[config.mk]
export PLATFORM = sky130hd
export DESIGN_NAME = pid_position_incremental_flat
export DESIGN_NICKNAME = d
export VERILOG_FILES = /design/src/rtl/pidpi_pkg.sv /design/src/rtl/pidpi_if.sv /design/src/rtl/pid_position_incremental.sv /design/src/flat_wrapper.sv
export SDC_FILE = /design/constraint.sdc
export NUM_CORES = 2
export LEC_CHECK = 0
export BUFFER_PORTS_ARGS = -buffer_cell sky130_fd_sc_hd__buf_4
export CORE_ASPECT_RATIO = 1.4
export CORE_UTILIZATION = 35
export CTS_BUF_LIST = sky130_fd_sc_hd__clkbuf_2
export DETAILED_ROUTE_END_ITERATION = 8
export GPL_ROUTABILITY_DRIVEN = 0
export PLACE_DENSITY = 0.55
export SYNTH_ARGS = -nofsm -noshare
export SYNTH_HDL_FRONTEND = slang
export SYNTH_SLANG_ARGS = --single-unit
export TNS_END_PERCENT = 5
[constraint.sdc]
create_clock -name clk_i -period 8.35 [get_ports clk_i]
set_input_delay 0.4175 -clock clk_i [delete_from_list [all_inputs] [get_ports clk_i]]
set_output_delay 0.4175 -clock clk_i [all_outputs]
set_load 0.03 [all_outputs]
[src/rtl/pidpi_pkg.sv]
// Shared constants for the PID regulator.
package pidpi_pkg;

  localparam int unsigned DataW  = 16;
  localparam int unsigned ErrW   = DataW + 1;
  localparam int unsigned KindW  = 2;
  localparam int unsigned CfgIdxW = 3;
  localparam int unsigned CfgDataW = 48;
  localparam int unsigned GainFracBits = 8;
  localparam int unsigned FiltFracBits = 16;

  localparam logic [KindW-1:0] KIND_SAMPLE = 2'd0;
  localparam logic [KindW-1:0] KIND_STOP   = 2'd1;
  localparam logic [KindW-1:0] KIND_START  = 2'd2;
  localparam logic [KindW-1:0] KIND_RSVD   = 2'd3;

  localparam logic [CfgIdxW-1:0] REG_GAINS      = 3'd0;
  localparam logic [CfgIdxW-1:0] REG_SETPOINT   = 3'd1;
  localparam logic [CfgIdxW-1:0] REG_LIMITS     = 3'd2;
  localparam logic [CfgIdxW-1:0] REG_THRESHOLDS = 3'd3;
  localparam logic [CfgIdxW-1:0] REG_ALPHA      = 3'd4;
  localparam logic [CfgIdxW-1:0] REG_MODE       = 3'd5;

  localparam logic [47:0] GAINS_RST      = 48'd1099520016410;
  localparam logic [30:0] LIMITS_RST     = 31'd65536500;
  localparam logic [31:0] THRESHOLDS_RST = 32'd100;
  localparam logic [2:0]  MODE_RST       = 3'd6;

endpackage

[src/rtl/pidpi_if.sv]
// Valid/ready channel interfaces for input items and results.
interface pidpi_in_if;
  logic                              valid;
  logic                              ready;
  logic [pidpi_pkg::KindW-1:0]       kind;
  logic signed [pidpi_pkg::DataW-1:0] measurement;
  modport source (output valid, kind, measurement, input ready);
  modport sink   (input valid, kind, measurement, output ready);
endinterface

interface pidpi_out_if;
  logic                               valid;
  logic                               ready;
  logic signed [pidpi_pkg::DataW-1:0] drive;
  logic signed [pidpi_pkg::ErrW-1:0]  error_now;
  logic signed [pidpi_pkg::DataW-1:0] integral_now;
  modport source (output valid, drive, error_now, integral_now, input ready);
  modport sink   (input valid, drive, error_now, integral_now, output ready);
endinterface

[src/rtl/pid_position_incremental.sv]
// PID regulator top level: sequencer around one shared multiplier.
// A running sample steps through filter, error, integral, three gain products and
// saturate before its result is registered; other items go straight to the result.
// A new item is taken only in idle, once the last result is registered; the shared
// multiplier serves the filter and the gain products; a held result adds its wait.
// Reset is asynchronous, active low: registers take defaults, history clears.
module pid_position_incremental (
  input  logic                                clk_i,
  input  logic                                rst_ni,
  pidpi_in_if.sink                            in_i,
  pidpi_out_if.source                         out_o,
  input  logic                                cfg_we_i,
  input  logic [pidpi_pkg::CfgIdxW-1:0]       cfg_idx_i,
  input  logic [pidpi_pkg::CfgDataW-1:0]      cfg_data_i
);

  typedef enum logic [3:0] {
    S_IDLE, S_FILT, S_SF, S_ERR, S_INT, S_M0, S_M1, S_M2, S_M3, S_SAT, S_DONE
  } state_e;

  state_e state_q;

  // configuration registers
  logic [47:0]        gains_q;
  logic signed [15:0] setpoint_q;
  logic [30:0]        limits_q;
  logic [31:0]        thresh_q;
  logic [15:0]        alpha_q;
  logic [2:0]         mode_q;

  // controller state
  logic               running_q;
  logic signed [31:0] sf_q;
  logic signed [15:0] integ_q;
  logic signed [16:0] err_q, err1_q, err2_q;
  logic signed [15:0] outreg_q, meas_last_q, meas_prev_q;

  // working registers
  logic signed [15:0] meas_q;
  logic signed [51:0] prod_q;
  logic signed [31:0] acc_q;

  logic               out_valid_q;
  logic signed [15:0] out_drive_q, out_integ_q;
  logic signed [16:0] out_err_q;

  logic [15:0] kp, ki, kd, dead, sep, max_int;
  logic [14:0] max_out;
  logic        incr, sep_en, d_on_meas;

  assign kp        = gains_q[47:32];
  assign ki        = gains_q[31:16];
  assign kd        = gains_q[15:0];
  assign max_out   = limits_q[30:16];
  assign max_int   = limits_q[15] ? 16'h7FFF : limits_q[15:0];
  assign dead      = thresh_q[31:16];
  assign sep       = thresh_q[15:0];
  assign incr      = mode_q[0];
  assign sep_en    = mode_q[1];
  assign d_on_meas = mode_q[2];

  logic in_fire;
  assign in_i.ready = (state_q == S_IDLE);
  assign in_fire    = in_i.valid && in_i.ready;

  // shared multiplier: unsigned gain or alpha times a signed operand
  logic [16:0]        mul_a;
  logic signed [33:0] mul_b;
  logic signed [51:0] mul_p;
  logic signed [32:0] sp_q33, diff;
  logic signed [18:0] e_s, e1_s, e2_s;

  assign sp_q33 = {setpoint_q[15], setpoint_q, 16'd0};
  assign diff   = sp_q33 - 33'(sf_q);
  assign e_s    = 19'(err_q);
  assign e1_s   = 19'(err1_q);
  assign e2_s   = 19'(err2_q);

  always_comb begin
    mul_a = '0;
    mul_b = '0;
    unique case (state_q)
      S_FILT: begin
        mul_a = {1'b0, alpha_q};
        mul_b = 34'(diff);
      end
      S_M0: begin
        mul_a = {1'b0, kp};
        mul_b = incr ? 34'(e_s - e1_s) : 34'(e_s);
      end
      S_M1: begin
        mul_a = {1'b0, ki};
        mul_b = incr ? 34'(e_s) : 34'(integ_q);
      end
      S_M2: begin
        mul_a = {1'b0, kd};
        if (incr) mul_b = 34'(e_s - (e1_s <<< 1) + e2_s);
        else if (d_on_meas) mul_b = 34'(19'(meas_prev_q) - 19'(meas_q));
        else mul_b = 34'(e_s - e1_s);
      end
      default: begin
        mul_a = '0;
        mul_b = '0;
      end
    endcase
    mul_p = $signed({1'b0, mul_a}) * mul_b;
  end

  // error path with dead zone
  logic signed [16:0] err_raw, err_dz;
  logic [16:0]        err_mag, new_mag;
  assign err_raw = 17'($signed(sf_q[31:16])) - 17'(meas_q);
  assign err_mag = err_raw[16] ? 17'(-err_raw) : 17'(err_raw);
  assign err_dz  = (err_mag < {1'b0, dead}) ? '0 : err_raw;
  assign new_mag = err_q[16] ? 17'(-err_q) : 17'(err_q);

  // integral update with clamp
  logic signed [17:0] isum, ibound;
  logic signed [15:0] iclamp;
  assign isum   = 18'(integ_q) + 18'(err_q);
  assign ibound = $signed({2'b00, max_int});
  always_comb begin
    if (isum > ibound) iclamp = 16'(ibound);
    else if (isum < -ibound) iclamp = 16'(-ibound);
    else iclamp = 16'(isum);
  end

  // scaled product and output saturation
  logic signed [31:0] term, obound;
  logic signed [15:0] oclamp;
  assign term   = 32'(prod_q >>> pidpi_pkg::GainFracBits);
  assign obound = $signed({17'd0, max_out});
  always_comb begin
    if (acc_q > obound) oclamp = 16'(obound);
    else if (acc_q < -obound) oclamp = 16'(-obound);
    else oclamp = 16'(acc_q);
  end

  always_ff @(posedge clk_i or negedge rst_ni) begin
    if (!rst_ni) begin
      state_q     <= S_IDLE;
      gains_q     <= pidpi_pkg::GAINS_RST;
      setpoint_q  <= '0;
      limits_q    <= pidpi_pkg::LIMITS_RST;
      thresh_q    <= pidpi_pkg::THRESHOLDS_RST;
      alpha_q     <= '0;
      mode_q      <= pidpi_pkg::MODE_RST;
      running_q   <= 1'b0;
      sf_q        <= '0;
      integ_q     <= '0;
      err_q       <= '0;
      err1_q      <= '0;
      err2_q      <= '0;
      outreg_q    <= '0;
      meas_last_q <= '0;
      meas_prev_q <= '0;
      out_valid_q <= 1'b0;
    end else begin
      if (cfg_we_i) begin
        unique case (cfg_idx_i)
          pidpi_pkg::REG_GAINS:      gains_q    <= cfg_data_i;
          pidpi_pkg::REG_SETPOINT:   setpoint_q <= cfg_data_i[15:0];
          pidpi_pkg::REG_LIMITS:     limits_q   <= cfg_data_i[30:0];
          pidpi_pkg::REG_THRESHOLDS: thresh_q   <= cfg_data_i[31:0];
          pidpi_pkg::REG_ALPHA:      alpha_q    <= cfg_data_i[15:0];
          pidpi_pkg::REG_MODE:       mode_q     <= cfg_data_i[2:0];
          default: ;
        endcase
      end

      // drop the result once taken; S_DONE owns the flag while it is active
      if (out_valid_q && out_o.ready && state_q != S_DONE) out_valid_q <= 1'b0;

      unique case (state_q)
        S_IDLE: begin
          if (in_fire) begin
            meas_q <= in_i.measurement;
            priority if (in_i.kind == pidpi_pkg::KIND_SAMPLE) begin
              if (running_q) begin
                meas_last_q <= in_i.measurement;
                state_q     <= S_FILT;
              end else begin
                // stopped: shift history only
                err2_q      <= err1_q;
                err1_q      <= err_q;
                meas_prev_q <= meas_last_q;
                state_q     <= S_DONE;
              end
            end else if (in_i.kind == pidpi_pkg::KIND_STOP) begin
              running_q   <= 1'b0;
              integ_q     <= '0;
              err_q       <= '0;
              err1_q      <= '0;
              err2_q      <= '0;
              outreg_q    <= '0;
              meas_prev_q <= meas_last_q;
              state_q     <= S_DONE;
            end else if (in_i.kind == pidpi_pkg::KIND_START) begin
              running_q <= 1'b1;
              state_q   <= S_DONE;
            end else begin
              // unused kind: report the current state only
              state_q <= S_DONE;
            end
          end
        end
        S_FILT: begin
          prod_q  <= mul_p;
          state_q <= S_SF;
        end
        S_SF: begin
          // zero alpha bypasses the low-pass filter
          if (alpha_q == '0) sf_q <= 32'(sp_q33);
          else sf_q <= sf_q + 32'(prod_q >>> pidpi_pkg::FiltFracBits);
          state_q <= S_ERR;
        end
        S_ERR: begin
          err_q   <= err_dz;
          state_q <= S_INT;
        end
        S_INT: begin
          if (incr) integ_q <= '0;
          else if (!sep_en || new_mag < {1'b0, sep}) integ_q <= iclamp;
          state_q <= S_M0;
        end
        S_M0: begin
          prod_q  <= mul_p;
          acc_q   <= incr ? 32'(outreg_q) : '0;
          state_q <= S_M1;
        end
        S_M1, S_M2: begin
          prod_q  <= mul_p;
          acc_q   <= acc_q + term;
          state_q <= (state_q == S_M1) ? S_M2 : S_M3;
        end
        S_M3: begin
          acc_q   <= acc_q + term;
          state_q <= S_SAT;
        end
        S_SAT: begin
          outreg_q    <= oclamp;
          err2_q      <= err1_q;
          err1_q      <= err_q;
          meas_prev_q <= meas_last_q;
          state_q     <= S_DONE;
        end
        S_DONE: begin
          // hold until the previous result has been taken
          if (!out_valid_q || out_o.ready) begin
            out_valid_q <= 1'b1;
            out_drive_q <= outreg_q;
            out_err_q   <= err_q;
            out_integ_q <= integ_q;
            state_q     <= S_IDLE;
          end
        end
        default: state_q <= S_IDLE;
      endcase
    end
  end

  assign out_o.valid        = out_valid_q;
  assign out_o.drive        = out_drive_q;
  assign out_o.error_now    = out_err_q;
  assign out_o.integral_now = out_integ_q;

`ifndef NO_ASSERTIONS
  a_int_bound: assert property (@(posedge clk_i) disable iff (!rst_ni)
    integ_q != 16'sh8000) else $error("integral outside symmetric bound");
  a_busy_not_ready: assert property (@(posedge clk_i) disable iff (!rst_ni)
    state_q != S_IDLE |-> !in_i.ready) else $error("ready while busy");
  a_stop_clears: assert property (@(posedge clk_i) disable iff (!rst_ni)
    in_fire && in_i.kind == pidpi_pkg::KIND_STOP |=>
      err_q == '0 && outreg_q == '0 && integ_q == '0 && !running_q)
    else $error("stop did not clear history");
`endif

endmodule

[src/flat_wrapper.sv]
// flat-port wrapper written by rule: the top's interface ports become plain ports
module pid_position_incremental_flat 
  (clk_i, rst_ni, cfg_we_i, cfg_idx_i, cfg_data_i, in_i_valid, in_i_kind, in_i_measurement, in_i_ready, out_o_valid, out_o_drive, out_o_error_now, out_o_integral_now, out_o_ready);
  pidpi_in_if in_i_i ();
  pidpi_out_if out_o_i ();
  input  logic clk_i;
  input  logic rst_ni;
  input  logic cfg_we_i;
  input  logic [pidpi_pkg::CfgIdxW-1:0] cfg_idx_i;
  input  logic [pidpi_pkg::CfgDataW-1:0] cfg_data_i;
  input wire logic [$bits(in_i_i.valid)-1:0] in_i_valid;
  input wire logic [$bits(in_i_i.kind)-1:0] in_i_kind;
  input wire logic [$bits(in_i_i.measurement)-1:0] in_i_measurement;
  output wire logic [$bits(in_i_i.ready)-1:0] in_i_ready;
  output wire logic [$bits(out_o_i.valid)-1:0] out_o_valid;
  output wire logic [$bits(out_o_i.drive)-1:0] out_o_drive;
  output wire logic [$bits(out_o_i.error_now)-1:0] out_o_error_now;
  output wire logic [$bits(out_o_i.integral_now)-1:0] out_o_integral_now;
  input wire logic [$bits(out_o_i.ready)-1:0] out_o_ready;
  assign in_i_i.valid = in_i_valid;
  assign in_i_i.kind = in_i_kind;
  assign in_i_i.measurement = in_i_measurement;
  assign in_i_ready = in_i_i.ready;
  assign out_o_valid = out_o_i.valid;
  assign out_o_drive = out_o_i.drive;
  assign out_o_error_now = out_o_i.error_now;
  assign out_o_integral_now = out_o_i.integral_now;
  assign out_o_i.ready = out_o_ready;
  pid_position_incremental u_core (.clk_i(clk_i), .rst_ni(rst_ni), .in_i(in_i_i), .out_o(out_o_i), .cfg_we_i(cfg_we_i), .cfg_idx_i(cfg_idx_i), .cfg_data_i(cfg_data_i));
endmodule
Yosys cells after proc, flatten, opt, wreduce, memory -nomap -nowiden
Cells that the tools add are included.
Widths: inputs -> output; s select.
{"block": "op_classes", "addsub": 13, "mul": 1, "order_cmp": 6, "n_eq_ne": 25, "mux": 52, "n_bitwise": 1, "reduce_logical": 36}
{"op": "$mux 16", "count": 13}
{"op": "$mux 17", "count": 12}
{"op": "$mux 34", "count": 4}
{"op": "$pmux 34 s4", "count": 1}
{"op": "$pmux 17 s2", "count": 3}
{"op": "$pmux 16 s2", "count": 3}
{"op": "$add 32x32->32", "count": 2}
{"op": "$mux 32", "count": 2}
{"op": "$pmux 16 s4", "count": 1}
{"op": "$pmux 32 s2", "count": 1}
{"op": "$mul 17x34->48", "count": 1}
{"op": "$pmux 4 s10", "count": 1}
{"op": "$lt 17x16->1", "count": 2}
{"op": "$neg 17->17", "count": 2}
{"op": "$sub 16x16->17", "count": 2}
{"op": "$sub 32x32->33", "count": 1}
{"op": "$gt 32x16->1", "count": 1}
{"op": "$lt 32x32->1", "count": 1}
{"op": "$neg 15->32", "count": 1}
{"op": "$add 19x17->20", "count": 1}
{"op": "$mux 4", "count": 5}
{"op": "$reduce_and 4->1", "count": 5}
{"op": "$sub 17x18->19", "count": 1}
{"op": "$add 16x17->18", "count": 1}
{"op": "other kinds (35)", "count": 67}
{"block": "totals", "ff_bits": 444, "input_bits": 74}

Logic depth before layout (Yosys ltp)
{"block": "depth", "word_depth": 8, "mapped_depth": 40, "ltp_nobuf": 38}

Worst setup path before layout
No wires, ideal clock.
{"block": "synth_path", "path_kind": "reg-to-reg", "startpoint": "register u_core.err_q[5]", "endpoint": "register u_core.prod_q[47], data pin", "setup_time_ns": 0.260, "arrival_time_ns": 8.989, "setup_slack_ns": -0.899, "path_stages_with_launch": 39, "n_path_buf": 3, "period_less_slack_ns": 9.249, "path_cell_list": "dfrtp_1 clkbuf_1 inv_1 fa_1 inv_1 ha_1 and3_1 a21oi_1 a221oi_1 o22ai_1 o21bai_1 nor3b_1 o41ai_1 buf_2 buf_2 a21oi_1 nor2_1 fa_1 (+3 left out) inv_1 fa_1 fa_1 inv_1 fa_1 inv_1 ha_1 o21a_1 o21a_1 o2111ai_1 or2_2 o211ai_1 a21oi_1 nor3_1 o41ai_1 o21bai_1 a21oi_1 xnor2_1"}
{"block": "synth_via", "elab_chain_len": 5, "word_cells_on_any_way": 9, "cone_classes": "add/sub: 3; mul: 1; mux: 5"}
{"item": "from (decl)", "line": "pid_position_incremental.sv:35", "text": "logic signed [16:0] err_q, err1_q, err2_q;"}
{"item": "from (signal assigned)", "line": "pid_position_incremental.sv:218", "text": "err_q <= err_dz;"}
{"item": "$sub 17x18->19 / $sub 17x17->18 (equally long branches)", "line": "pid_position_incremental.sv:97, pid_position_incremental.sv:89, pid_position_incremental.sv:99"}
{"item": "$add 19x17->20 / $mux 34 (equally long branches)", "line": "pid_position_incremental.sv:97, pid_position_incremental.sv:98"}
{"item": "$mux 34", "line": "pid_position_incremental.sv:97", "text": "if (incr) mul_b = 34'(e_s - (e1_s <<< 1) + e2_s);"}
{"item": "$pmux 34 s4 (*)", "line": "pid_position_incremental.sv:82", "text": "unique case (state_q)"}
{"item": "$mul 17x34->48 (*)", "line": "pid_position_incremental.sv:106", "text": "mul_p = $signed({1'b0, mul_a}) * mul_b;"}
{"item": "via u_core.mul_p[47]", "line": "pid_position_incremental.sv:69", "text": "logic signed [51:0] mul_p;"}
{"item": "to (signal assigned)", "line": "pid_position_incremental.sv:208", "text": "prod_q <= mul_p;"}
{"item": "to (signal assigned)", "line": "pid_position_incremental.sv:227", "text": "prod_q <= mul_p;"}
{"item": "to (signal assigned)", "line": "pid_position_incremental.sv:232", "text": "prod_q <= mul_p;"}
{"item": "to (decl)", "line": "pid_position_incremental.sv:40", "text": "logic signed [51:0] prod_q;"}
Mark *: on every way through the listed nets, which the timed path passes. The rest lies on a longest branch.
A chain may end at the register's enable or synchronous reset.

Worst setup path after layout
{"block": "layout_path", "startpoint": "register u_core.err2_q[3]", "endpoint": "register u_core.prod_q[46], data pin"}
{"block": "layout_via", "elab_chain_len": 4}
{"item": "from (decl)", "line": "pid_position_incremental.sv:35"}
{"item": "from (signal assigned)", "line": "pid_position_incremental.sv:184", "text": "err2_q <= err1_q;"}
{"item": "from (signal assigned)", "line": "pid_position_incremental.sv:242", "text": "err2_q <= err1_q;"}
{"item": "$add 19x17->20", "line": "pid_position_incremental.sv:97"}
{"item": "$mux 34", "line": "pid_position_incremental.sv:97"}
{"item": "$pmux 34 s4", "line": "pid_position_incremental.sv:82"}
{"item": "$mul 17x34->48", "line": "pid_position_incremental.sv:106"}
{"item": "via u_core.mul_p[46]", "line": "pid_position_incremental.sv:69"}
The timed path passes the listed nets, and every way through them passes these cells.

==> metrics.yaml <==
global_route:
  grt_max_degree: 85
  grt_antenna_before_repair: 15
  grt_pass1_vias: 42900
  grt_usage: 0.249
  grt_pass1_wl_mm: 257
  grt-ovfl-total: 0
setup_path:
  worst_path_most_repeated_cell: "fa_1"
  r2r_slack_ns: -0.69
  required_ns: 9.43
  crit_fanout: 6
  worstPathArrival_ns: 10.12
  rr_worst_depth: 42
  cp-end-kind: "flop"
  cp-start-kind: "flop"
  critPathCapture: "u_core.prod_q[46]"
  crit_start: "u_core.err2_q[3]"
  worstReg2RegStart: "u_core.err2_q[3]"
  reg2reg_to: "u_core.prod_q[46]"
  slowest_delay_ns: 0.56
  critical_path.slowest_cell: "fa_1"
  critPathKind: "flop to flop"
cells_and_area:
  layout-drive-gt1-share: 0.222
  postLayoutCoreUtil: 0.438
  syn_to_final_growth_pct: 24.1
  fin_nets: 6898
floorplan:
  core_area_um2: 134000
  die_y_um: 437
  initial_core_util: 0.353
  die_area_um2: 137000
  ios: 125
  rows: 159
  die_w_um: 313
yosys:
  synth-edff-count: 137
  syn_area_um2: 47300
  syn_area_per_cell_um2: 9.32
  async_reset_ff_frac: 0.686
  synth_flop_cell: "dfrtp_1"
  synth_cell_types: 98
  syn_inst: 5074
  yosysSeqAreaShare: 0.246
  synth_fp_nets: 6051
  ys_seq_elements: 436
  ys_warn_count: 0
timing:
  finalClockSkew_ns: 0.114
  timing.fmax_mhz: 111
  worst_slew_pin_slew_ns: 1.30
  setup_viol: 23
  hold_viol: 0
  relSlewSlack: 0.131
  min_period_over_period: 1.08
  layout_setup_ws_ns: -0.686
  fin_crit_ns: 9.04
  rsz0062_at_grt: "true"
  drv_slew: 0
worst_hold_path:
  hp-class: "input port to asynchronous set/reset pin"
route:
  drt_wl_total_mm: 169
  wl_per_cell_um: 21.8
  first_iter_violations: 2708
  drt_pass1_iterations: 6
  ant_nets: 0
  via_per_inst: 5.23
  drc: 0
  num_vias: 40700
cts:
  clock-sinks: 436
  root_buffer: "clkbuf_2"
  max-clock-path-buffers: 3
  htree_levels: 3
  numCtsBuffers: 105
  clk_pin_slew_worst_paths_ns: 0.15
  insertion_delay_ns: 1.39
  cts_tree: "built"
placed_design:
  portBuffers: 124
  post-dp-hpwl_mm: 136
flow_run:
  cap_viol_max_count: 0
run_status:
  status: "finished, violations left"
  failed_checks: "setup timing"
[kinds of logic (layout without fill, tap and decap cells)]
logic type      after synthesis  after routing  synth area share
simple gates               1327           1327             0.130
xor+xnor                    232            232            0.0430
mux                         202            202            0.0472
other cells                   0             10                 0
buf+inv                    1001           1934            0.0796
flops                       436            436             0.246
fa+ha+maj                   903            903             0.320
compound gates              973            973             0.135
[Yosys cell counts, types with 106 or more instances]
cell / instances / area, µm²
nor2_1: 340 / 1280
o21ai_0: 236 / 1180
nand2_1: 513 / 1930
a21oi_1: 207 / 1040
clkbuf_1: 170 / 638
mux2_2: 166 / 1870
fa_1: 512 / 10200
inv_1: 811 / 3040
nor2b_1: 106 / 663
edfxtp_1: 137 / 4110
xnor2_1: 169 / 1480
dfrtp_1: 277 / 6930
ha_1: 391 / 4890
[critical path: cells and delay by family, from the launching register on]
family                   cells  cell delay [ns]
adder cells (fa/ha/maj)      9             3.77
flip-flops                   1             0.36
AND/OR/NAND/NOR              4             0.47
AO/OA/AOI/OAI               15             2.55
XOR/XNOR                     1             0.13
buffers and inverters       13             1.43
[area by class of cell]
cell class,count,area [µm²]
clock buffers,141,706
multi-input cells,3637,33000
clock inverters,52,398
repair buffers,927,7670
diodes,10,25.0
inverters,814,3060
well taps,1771,2220
flip-flops and latches,436,11600
fillers,13200,75400
[routing by layer]
metal  vias to the layer above  global-route usage  wire length [µm]
met1                     20400               0.271             61700
met2                      1252               0.453             88400
met3                       445              0.0362              8450
met4                         8               0.149             10900
li1                      18700                   -                 -
met5                         -                   0                41
[repair_timing]
action,in CTS,in global routing
hold buffers,164,0
pin swaps,21,101
hold endpoints to repair,524,0
cloned,0,0
endpoints found under the setup margin,31,35
gates resized for setup,44,121
buffers inserted,9,19
[metrics by stage]
step / cells / cell area [µm²] / setup TNS (ns) / worst slack [ns] / hold slack, ns
global route: 7782 / 58700 / -17.27 / -1.05 / 0.177
finish: 7788 / 58700 / -8.90 / -0.686 / 0.263
floorplan: 5074 / 47600 / -0.578 / -0.196 / 0.122
global placement: 7394 / 55000 / -14.39 / -1.06 / 0.387
CTS: 7760 / 58000 / -9.54 / -0.750 / 0.101
detailed placement: 7394 / 55000 / -15.60 / -1.07 / 0.393
[worst min-delay path by stage]
stage / end / depth (start not counted) / slack, ns / startpoint
floorplan: u_core.alpha_q[0] / 0 / 0.12 / rst_ni
detailed placement: u_core.meas_prev_q[3] / 1 / 0.39 / rst_ni
global placement: u_core.meas_prev_q[3] / 1 / 0.39 / rst_ni
CTS: u_core.alpha_q[7] / 5 / 0.10 / cfg_idx_i[1]
finish: u_core.err_q[9] / 4 / 0.26 / rst_ni
global route: u_core.alpha_q[7] / 5 / 0.18 / cfg_idx_i[1]
[state kept, by name, indices dropped and copies added, names as in the netlist, 17 cells and up]
| register | flops |
|---|---|
| u_core.prod_q | 40 |
| u_core.limits_q | 31 |
| u_core.sf_q | 32 |
| u_core.err_q | 17 |
| u_core.err1_q | 17 |
| u_core.gains_q | 48 |
| u_core.out_o.error_now | 17 |
| u_core.err2_q | 17 |
| u_core.thresh_q | 32 |
| u_core.acc_q | 32 |
[layout by cell type, fill, tap and decap left out, types with 61 or more instances in the layout]
cell type,count
dfrtp_1,272
o21ai_0,220
a21o_1,97
ha_1,372
nor2b_1,101
fa_1,499
a21oi_1,184
clkbuf_2,141
nor2_1,325
buf_4,730
nand3_1,88
inv_1,800
mux2_2,163
dlygate4sd3_1,163
nand2_1,507
xnor2_1,161
edfxtp_1,137
xor2_1,61
Power is left out: the tool's default activity adds up to more than one toggle a clock period on the data nets, which glitch-free logic cannot reach.
